## src/sv/sbv_pkg.sv

```systemverilog
// shared constants, codes and payload types for the scrollback ring viewer
// no dependencies; imported by sbv_ram users and the top level
`default_nettype none

package sbv_pkg;

	localparam int SCREEN_LINES = 8;
	localparam int MAX_SCREENS  = 4;
	localparam int MIN_SCREENS  = 2;
	localparam int STORE_DEPTH  = SCREEN_LINES * MAX_SCREENS;

	localparam int PTR_W  = (STORE_DEPTH > 1) ? $clog2(STORE_DEPTH) : 1;
	localparam int CNT_W  = $clog2(STORE_DEPTH + 1);
	localparam int LINE_W = (SCREEN_LINES > 1) ? $clog2(SCREEN_LINES) : 1;

	localparam int KIND_W = 3;
	localparam int MSG_W  = 32;
	localparam int SLOT_W = 3;
	localparam int CFG_W  = 3;

	// command kinds
	localparam logic [KIND_W-1:0] KIND_ADD         = 3'd0;
	localparam logic [KIND_W-1:0] KIND_SCROLL_UP   = 3'd1;
	localparam logic [KIND_W-1:0] KIND_SCROLL_DOWN = 3'd2;
	localparam logic [KIND_W-1:0] KIND_SCROLL_RST  = 3'd3;
	localparam logic [KIND_W-1:0] KIND_CLEAR       = 3'd4;
	localparam logic [KIND_W-1:0] KIND_VIEW        = 3'd5;

	typedef struct packed {
		logic [KIND_W-1:0] kind;
		logic [MSG_W-1:0]  message;
	} cmd_t;

	typedef struct packed {
		logic [MSG_W-1:0]  line_message;
		logic [SLOT_W-1:0] line_slot;
		logic              line_valid;
		logic              last_line;
	} line_t;

endpackage

`default_nettype wire

```

## src/sv/sbv_ram.sv

```systemverilog
// generic single-write, single-read ram with registered read data
// no dependencies
`default_nettype none

module sbv_ram #(
	parameter int WIDTH = 32,
	parameter int DEPTH = 32
) (
	input  wire logic                     clk,
	input  wire logic                     we,
	input  wire logic [$clog2(DEPTH)-1:0] waddr,
	input  wire logic [WIDTH-1:0]         wdata,
	input  wire logic [$clog2(DEPTH)-1:0] raddr,
	output logic      [WIDTH-1:0]         rdata_q
);

	logic [WIDTH-1:0] mem [DEPTH];

	always_ff @(posedge clk) begin
		if (we) begin
			mem[waddr] <= wdata;
		end
		rdata_q <= mem[raddr];
	end

endmodule

`default_nettype wire

```

## src/sv/scrollback_ring_viewer.sv

```systemverilog
// top level of the scrollback ring viewer: pointers, scroll control, view sequencer
// depends on sbv_pkg and sbv_ram
`default_nettype none

// Ring history of 32-bit message handles with a one-screen scrollable window.
// A command transfers on a rising edge with start high and busy low. Add,
// scroll up, scroll down, reset scroll and clear complete at that edge and
// busy stays low, so a new command can follow in the next cycle. A view read
// raises busy while it reads its visible lines (up to SCREEN_LINES = 8): the
// sequencer reads one history entry per cycle from the single read port of
// the history ram, and each line appears on the line port in the cycle after
// its read, for exactly one cycle, marked by line_strobe. The receiver cannot
// stall; every strobed cycle is a transfer. The last line of a view shows in
// the cycle busy drops. A view with no history gives a single line with
// line_valid low and last_line high in the cycle after the command, without
// raising busy. A write of screens_in_use resizes the ring and drops all
// history; the write is not gated by busy, so it must only be issued while idle
// with no line still to come.
module scrollback_ring_viewer (
	input  wire logic                        clk,
	input  wire logic                        arst_n,
	input  wire logic                        start,
	output logic                             busy,
	input  wire sbv_pkg::cmd_t               command,
	input  wire logic                        cfg_write_en,
	input  wire logic [sbv_pkg::CFG_W-1:0]   cfg_write_data,
	output logic                             line_strobe,
	output sbv_pkg::line_t                   line
);
	import sbv_pkg::*;

	localparam logic ST_IDLE = 1'b0;
	localparam logic ST_READ = 1'b1;

	// control state
	logic              state_q;
	logic [PTR_W-1:0]  newest_q;
	logic [CNT_W-1:0]  fill_q;
	logic [CNT_W-1:0]  scroll_q;
	logic [CNT_W-1:0]  size_q;     // ring size, screen lines times screens in use

	// view sequencer
	logic [PTR_W-1:0]  pos_q;
	logic [LINE_W-1:0] idx_q;
	logic [LINE_W-1:0] lines_m1_q;

	// stage aligned with the ram read data
	logic              valid_s1;
	logic              empty_s1;
	logic              last_s1;
	logic [LINE_W-1:0] slot_s1;

	logic              accept;
	logic [MSG_W-1:0]  rdata;
	logic              ram_we;
	logic [PTR_W-1:0]  ram_waddr;
	logic [PTR_W-1:0]  add_ptr;
	logic [CNT_W-1:0]  newest_inc;
	logic [CNT_W-1:0]  pos_inc;
	logic [PTR_W-1:0]  pos_next;
	logic [CNT_W:0]    back;
	logic [CNT_W:0]    back_clip;
	logic [CNT_W:0]    wrap_sum;
	logic [CNT_W:0]    view_start;
	logic [LINE_W-1:0] view_lines_m1;
	logic [CFG_W-1:0]  screens_clamped;

	assign busy   = (state_q == ST_READ);
	assign accept = start && !busy;

	// next write slot for an add: position 0 on an empty ring, else wrap at ring size
	assign newest_inc = CNT_W'(newest_q) + CNT_W'(1);
	always_comb begin
		if (fill_q == '0) begin
			add_ptr = '0;
		end else if (newest_inc >= size_q) begin
			add_ptr = '0;
		end else begin
			add_ptr = newest_inc[PTR_W-1:0];
		end
	end

	assign ram_we    = accept && (command.kind == KIND_ADD);
	assign ram_waddr = add_ptr;

	// window start: lines back from the newest entry is one screen plus the scroll
	assign back      = (CNT_W+1)'(SCREEN_LINES) + {1'b0, scroll_q};
	assign back_clip = (back > {1'b0, size_q}) ? {1'b0, size_q} : back;
	assign wrap_sum  = (CNT_W+1)'(newest_inc) + {1'b0, size_q} - back_clip;
	always_comb begin
		if (fill_q < size_q) begin
			// ring not yet wrapped: oldest entry sits at position 0
			view_start = ({1'b0, fill_q} > back) ? ({1'b0, fill_q} - back) : '0;
		end else if (wrap_sum >= {1'b0, size_q}) begin
			view_start = wrap_sum - {1'b0, size_q};
		end else begin
			view_start = wrap_sum;
		end
	end

	// short history shows every entry, otherwise one full screen
	always_comb begin
		if (fill_q < CNT_W'(SCREEN_LINES)) begin
			view_lines_m1 = LINE_W'(fill_q - CNT_W'(1));
		end else begin
			view_lines_m1 = LINE_W'(SCREEN_LINES - 1);
		end
	end

	// sequencer read pointer walks round the ring
	assign pos_inc  = CNT_W'(pos_q) + CNT_W'(1);
	assign pos_next = (pos_inc >= size_q) ? '0 : pos_inc[PTR_W-1:0];

	// register writes below two screens or above the maximum are clamped
	always_comb begin
		if (cfg_write_data < CFG_W'(MIN_SCREENS)) begin
			screens_clamped = CFG_W'(MIN_SCREENS);
		end else if (cfg_write_data > CFG_W'(MAX_SCREENS)) begin
			screens_clamped = CFG_W'(MAX_SCREENS);
		end else begin
			screens_clamped = cfg_write_data;
		end
	end

	always_ff @(posedge clk or negedge arst_n) begin
		if (!arst_n) begin
			state_q    <= ST_IDLE;
			newest_q   <= '0;
			fill_q     <= '0;
			scroll_q   <= '0;
			size_q     <= CNT_W'(SCREEN_LINES * MIN_SCREENS);
			pos_q      <= '0;
			idx_q      <= '0;
			lines_m1_q <= '0;
			valid_s1   <= 1'b0;
			empty_s1   <= 1'b0;
			last_s1    <= 1'b0;
			slot_s1    <= '0;
		end else begin
			valid_s1 <= 1'b0;
			if (cfg_write_en) begin
				// resize drops all history
				size_q   <= CNT_W'(SCREEN_LINES) * CNT_W'(screens_clamped);
				newest_q <= '0;
				fill_q   <= '0;
				scroll_q <= '0;
			end
			if (accept) begin
				case (command.kind)
					KIND_ADD: begin
						newest_q <= add_ptr;
						if (fill_q < size_q) begin
							fill_q <= fill_q + CNT_W'(1);
						end
					end
					KIND_SCROLL_UP: begin
						if (fill_q > CNT_W'(SCREEN_LINES) &&
							scroll_q < fill_q - CNT_W'(SCREEN_LINES)) begin
							scroll_q <= scroll_q + CNT_W'(1);
						end
					end
					KIND_SCROLL_DOWN: begin
						if (fill_q > CNT_W'(SCREEN_LINES) && scroll_q != '0) begin
							scroll_q <= scroll_q - CNT_W'(1);
						end
					end
					KIND_SCROLL_RST: begin
						scroll_q <= '0;
					end
					KIND_CLEAR: begin
						newest_q <= '0;
						fill_q   <= '0;
						scroll_q <= '0;
					end
					KIND_VIEW: begin
						if (fill_q == '0) begin
							// empty view: one invalid last line, no ram read
							valid_s1 <= 1'b1;
							empty_s1 <= 1'b1;
							last_s1  <= 1'b1;
							slot_s1  <= '0;
						end else begin
							state_q    <= ST_READ;
							pos_q      <= view_start[PTR_W-1:0];
							idx_q      <= '0;
							lines_m1_q <= view_lines_m1;
						end
					end
					default: begin
						// unused kinds are dropped
					end
				endcase
			end
			if (state_q == ST_READ) begin
				// one ram read per cycle, result shows next cycle
				valid_s1 <= 1'b1;
				empty_s1 <= 1'b0;
				slot_s1  <= idx_q;
				last_s1  <= (idx_q == lines_m1_q);
				pos_q    <= pos_next;
				idx_q    <= idx_q + LINE_W'(1);
				if (idx_q == lines_m1_q) begin
					state_q <= ST_IDLE;
				end
			end
		end
	end

	sbv_ram #(
		.WIDTH(MSG_W),
		.DEPTH(STORE_DEPTH)
	) u_history (
		.clk    (clk),
		.we     (ram_we),
		.waddr  (ram_waddr),
		.wdata  (command.message),
		.raddr  (pos_q),
		.rdata_q(rdata)
	);

	// result transfer
	assign line_strobe       = valid_s1;
	assign line.line_message = empty_s1 ? '0 : rdata;
	assign line.line_slot    = SLOT_W'(slot_s1);
	assign line.line_valid   = !empty_s1;
	assign line.last_line    = last_s1;

	// fill count never exceeds the ring size
	assert property (@(posedge clk) disable iff (!arst_n) fill_q <= size_q)
		else $error("fill count above ring size");

	// scroll offset stays inside the history beyond one screen
	assert property (@(posedge clk) disable iff (!arst_n)
		(fill_q <= CNT_W'(SCREEN_LINES)) |-> (scroll_q == '0))
		else $error("scroll offset set with one screen or less of history");
	assert property (@(posedge clk) disable iff (!arst_n)
		(fill_q > CNT_W'(SCREEN_LINES)) |-> (scroll_q <= fill_q - CNT_W'(SCREEN_LINES)))
		else $error("scroll offset beyond oldest screen");

	// history is never written while the sequencer reads it
	assert property (@(posedge clk) disable iff (!arst_n) ram_we |-> !busy)
		else $error("history write during view read");

	// read pointer stays inside the ring while reading
	assert property (@(posedge clk) disable iff (!arst_n) busy |-> (CNT_W'(pos_q) < size_q))
		else $error("view read pointer outside ring");

	// an invalid line only ever closes a view
	assert property (@(posedge clk) disable iff (!arst_n)
		(line_strobe && !line.line_valid) |-> line.last_line)
		else $error("invalid line that is not last");

endmodule

`default_nettype wire
```

## config.mk

```make
export PLATFORM = sky130hd
export DESIGN_NAME = scrollback_ring_viewer
export DESIGN_NICKNAME = d
export VERILOG_FILES = /design/src/sv/sbv_pkg.sv /design/src/sv/sbv_ram.sv /design/src/sv/scrollback_ring_viewer.sv
export SDC_FILE = /design/constraint.sdc
export NUM_CORES = 1
export LEC_CHECK = 0
export BUFFER_PORTS_ARGS = -buffer_cell sky130_fd_sc_hd__buf_4
export CELL_PAD_IN_SITES_DETAIL_PLACEMENT = 1
export CELL_PAD_IN_SITES_GLOBAL_PLACEMENT = 2
export CORE_MARGIN = 3
export CORE_UTILIZATION = 50
export DETAILED_ROUTE_END_ITERATION = 8
export GPL_ROUTABILITY_DRIVEN = 0
export HOLD_SLACK_MARGIN = 0.06
export PLACE_DENSITY = 0.85
export SKIP_LAST_GASP = 1
export SYNTH_ARGS = -nofsm -noshare
export SYNTH_HDL_FRONTEND = slang
export SYNTH_SLANG_ARGS = --single-unit
```

## constraint.sdc

```tcl
create_clock -name clk -period 5.7 [get_ports clk]
set_input_delay 0.285 -clock clk [delete_from_list [all_inputs] [get_ports clk]]
set_output_delay 0.285 -clock clk [all_outputs]
set_load 0.02 [all_outputs]
```

==> qor.csv <==
stage;metric;value;unit
sta;Max Fclk;187;MHz
drt;final wirelength;110000;um
sta;RSZ-0062 raised after global routing;false;
placed_design;detailed-placement wirelength estimate;63600;um
global_route;first-pass GRT wire length;161000;um
drt;Avg Vias per Cell;6.29;
pwr;VDD IR max;0.323;mV
setup_path;critical path's slowest cell;or3b_2;
setup_path;crit path from;scroll_q[4];
global_route;gr busiest metal;met2;
floorplanning;# rows;107;
clock_tree;Post-CTS Setup Inserts;0;
setup_path;launch point of the worst reg-to-reg path;scroll_q[4];
setup_path;Crit path max-delay family;adder cells;
global_route;largest net degree at the start of global routing;132;
synth;syn avg cell area;22.0;sq um
drt;DR iter-0 viols;2621;
synth;proportion of synthesized area in mux cells;17.7;%
drt;detailed-route DRC error count;0;
synth;Post-Synth Adder-Cell Area;1.70;%
clock_tree;clk sinks;1094;
synth;YS warnings;0;
setup_path;reg2reg end;pos_q[3];
setup_path;Worst R2R Path Depth;22;
floorplanning;die area;89900;sq um
setup_path;Critical Path Max Stage Delay;0.52;ns
setup_path;CP endpoint;pos_q[3];
global_route;GR Util met2;41.4;%
synth;Synth Area in Simple Gates;2.47;%
sta;Final Cycle Share;93.9;%
sta;skew final;0.0276;ns
sta;Slew headroom;27.1;%
synth;FFs w/ async S/R, synth;3.47;%
global_route;antenna violations before repair;2;
synth;Mapped Area;43200;sq um
clock_tree;Worst-path clk slew;0.06;ns
cells_and_area;commonest non-fill, non-tap cell in the layout;edfxtp_1;
pwr;leakage;15.8;nW
floorplanning;die width;300;um
setup_path;Worst Path Buf+Inv;4;
synth;Synth Area in XOR/XNOR;0.467;%
sta;# setup viols final;0;
synth;EDFF count, synth;1024;
clock_tree;Bufs on Longest Clock Path;3;
setup_path;most common cell type on the critical path;ha_1;
status;status;complete, no violations;
synth;Synth Instances;1963;
synth;Syn Nets;2060;
floorplanning;I/O pin count;81;
global_route;GR Util met3;3.61;%
global_route;GRT Total Usage;24.8;%
setup_path;peak fanout along the critical path;6;
worst_hold_path;type of the worst min-delay path;in2reg;
floorplanning;height of the die;300;um
job;max cap viols;0;
setup_path;Setup crit start kind;register;
drt;via count;21300;
synth;area leader, netlist;edfxtp_1;
synth;#FFs+latches synth;1094;
placed_design;port bufs;80;
setup_path;critical path depth;22;
synth;Compound-Gate Fraction of Synth Area;1.54;%
pwr;power per cell area;432;nW/um^2
setup_path;endpoint type of the worst setup path;register;
cells_and_area;Fillers;7202;
setup_path;CP required;6.22;ns
drt;first-pass iteration count of the detailed router;5;
floorplanning;Initial Utilization;50.6;%
drt;Avg WL per Cell;32.5;um
cells_and_area;most frequent cells in the layout;edfxtp_1 (1024), mux4_2 (320), buf_4 (111);
sta;min Tclk post-route;5.35;ns
drt;Final ANT Viol Nets;0;
synth;Seq/Total Area, Yosys;74.9;%
sta;setup_tns;0;ns
cells_and_area;ANT cells;0;
synth;synth top area cells;edfxtp_1 (71%), mux4_2 (17%), dfrtp_1 (2.1%);
synth;Synth cell types;69;
synth;area share of the largest cell type after synthesis;71.2;%
cells_and_area;Layout Nets;2251;
cells_and_area;ratio of cells with drive above 1 in the final layout;30.9;%
global_route;vias in the first global route;22800;
setup_path;critical-path cell list;buf_4 > ha_1 > xor2_1 > ha_1 > and3_1 > a31oi_1 > nor2b_2 > and2_1 > ha_1 > inv_1 > ha_1 > inv_1 > fa_1 > xor2_1 > ha_1 > inv_1 > fa_1 > a21oi_1 > o21ai_0 > or3b_2 > mux2_2 > o311ai_0;
sta;Final Hold Slack;0.0813;ns
synth;Post-synth top flop;edfxtp_1;
clock_tree;clock latency on the worst-skew pair;0.67;ns
clock_tree;TritonCTS Buffers;109;
sta;Worst-Margin Slew;1.09;ns
synth;largest family of logic cells by synthesized area;multiplexers;
setup_path;r2r setup slk;0.35;ns
cells_and_area;Syn-to-layout area delta;15.1;%
sta;Pins Over Slew Limit;0;
floorplanning;core area;85400;sq um
sta;Final Hold Fails;0;
global_route;GRT overflow;0;
clock_tree;CTS H-tree lvls;3;
clock_tree;Root Driver;clkbuf_16;
setup_path;worst path arrival time;5.88;ns
clock_tree;CTS tree;built;
setup_path;CP Class;reg2reg;
global_route;global routing usage on met1;33.8;%
## how the worst min path moves through the flow
| stage | startpoint | to | slack (ns) | cells after the start |
|---|---|---|---|---|
| after floorplan | arst_n | busy | -0.01 | 0 |
| after global placement | arst_n | fill_q[5] | 0.31 | 1 |
| after detailed placement | arst_n | scroll_q[5] | 0.32 | 1 |
| after CTS | command[12] | u_history.mem[26][12] | 0.06 | 1 |
| after global routing | command[12] | u_history.mem[27][12] | 0.09 | 1 |
| final | command[12] | u_history.mem[25][12] | 0.08 | 1 |
## timing repair
action,in CTS,in global routing
hold endpoints to repair,955,0
setup endpoints to repair,0,1
resized for setup,0,1
hold buffers,39,0
## cells in the mapped netlist, types with 9 or more instances
library cell	count
mux4_2	320
o21ai_0	21
dfxtp_1	32
ha_1	49
inv_1	35
nand3_1	19
edfxtp_1	1024
nand2_1	37
mux2_2	33
a31oi_1	9
a21o_1	9
a21oi_1	21
dfrtp_1	37
buf_2	30
xnor2_1	13
xor2_1	10
nor2b_1	40
nor2_1	50
clkbuf_1	56
## cells by family after synthesis
| group | count (synthesis) |
|---|---|
| buf+inv | 132 |
| compound gates | 100 |
| flops | 1094 |
| xor+xnor | 23 |
| simple gates | 201 |
| mux | 358 |
| fa+ha+maj | 55 |
## through the flow
| stage | util [%] | worst slack (ns) | total power, mW | area [sq um] | cells |
|---|---|---|---|---|---|
| floorplan | - | 0.648 | 12.8 | 43200 | 1963 |
| global placement | 53.6 | 0.389 | 14.5 | 45800 | 3148 |
| detailed placement | 53.6 | 0.345 | 14.6 | 45800 | 3148 |
| CTS | 58.2 | 0.211 | 21.7 | 49700 | 3385 |
| global route | 58.2 | 0.0571 | 22.2 | 49700 | 3385 |
| finish | 58.2 | 0.347 | 21.5 | 49700 | 3385 |
## power by group
group / total [mW] / switching, mW / internal (mW) / leakage [nW]
clock: 7.06 / 3.02 / 4.04 / 1.71
combinational: 5.17 / 2.60 / 2.57 / 4.16
sequential: 9.23 / 0.254 / 8.97 / 9.97
## flip-flops by register name, summed over array words and instances, names as in the netlist, 5 cells and up
register,flops
fill_q,6
newest_q,5
pos_q,5
scroll_q,6
u_history.mem,1024
u_history.rdata_q,32
## metal layers
layer	up-vias	share of wire [%]	routed length [um]
li1	8579	-	-
met1	11500	39	43100
met2	999	51	55900
met3	183	6.4	7060
met4	2	3.5	3810
met5	-	0.012	13
## cell type report
class	instances	area [sq um]	area share, %
inverter	37	141	0.285
clock buffer	136	2900	5.84
timing repair buffer	175	1720	3.47
tap	1144	1430	2.88
sequential	1094	32400	65.1
clock inverter	62	583	1.17
multi-input combinational	737	10500	21.2
(Power assumes the default switching activity.)
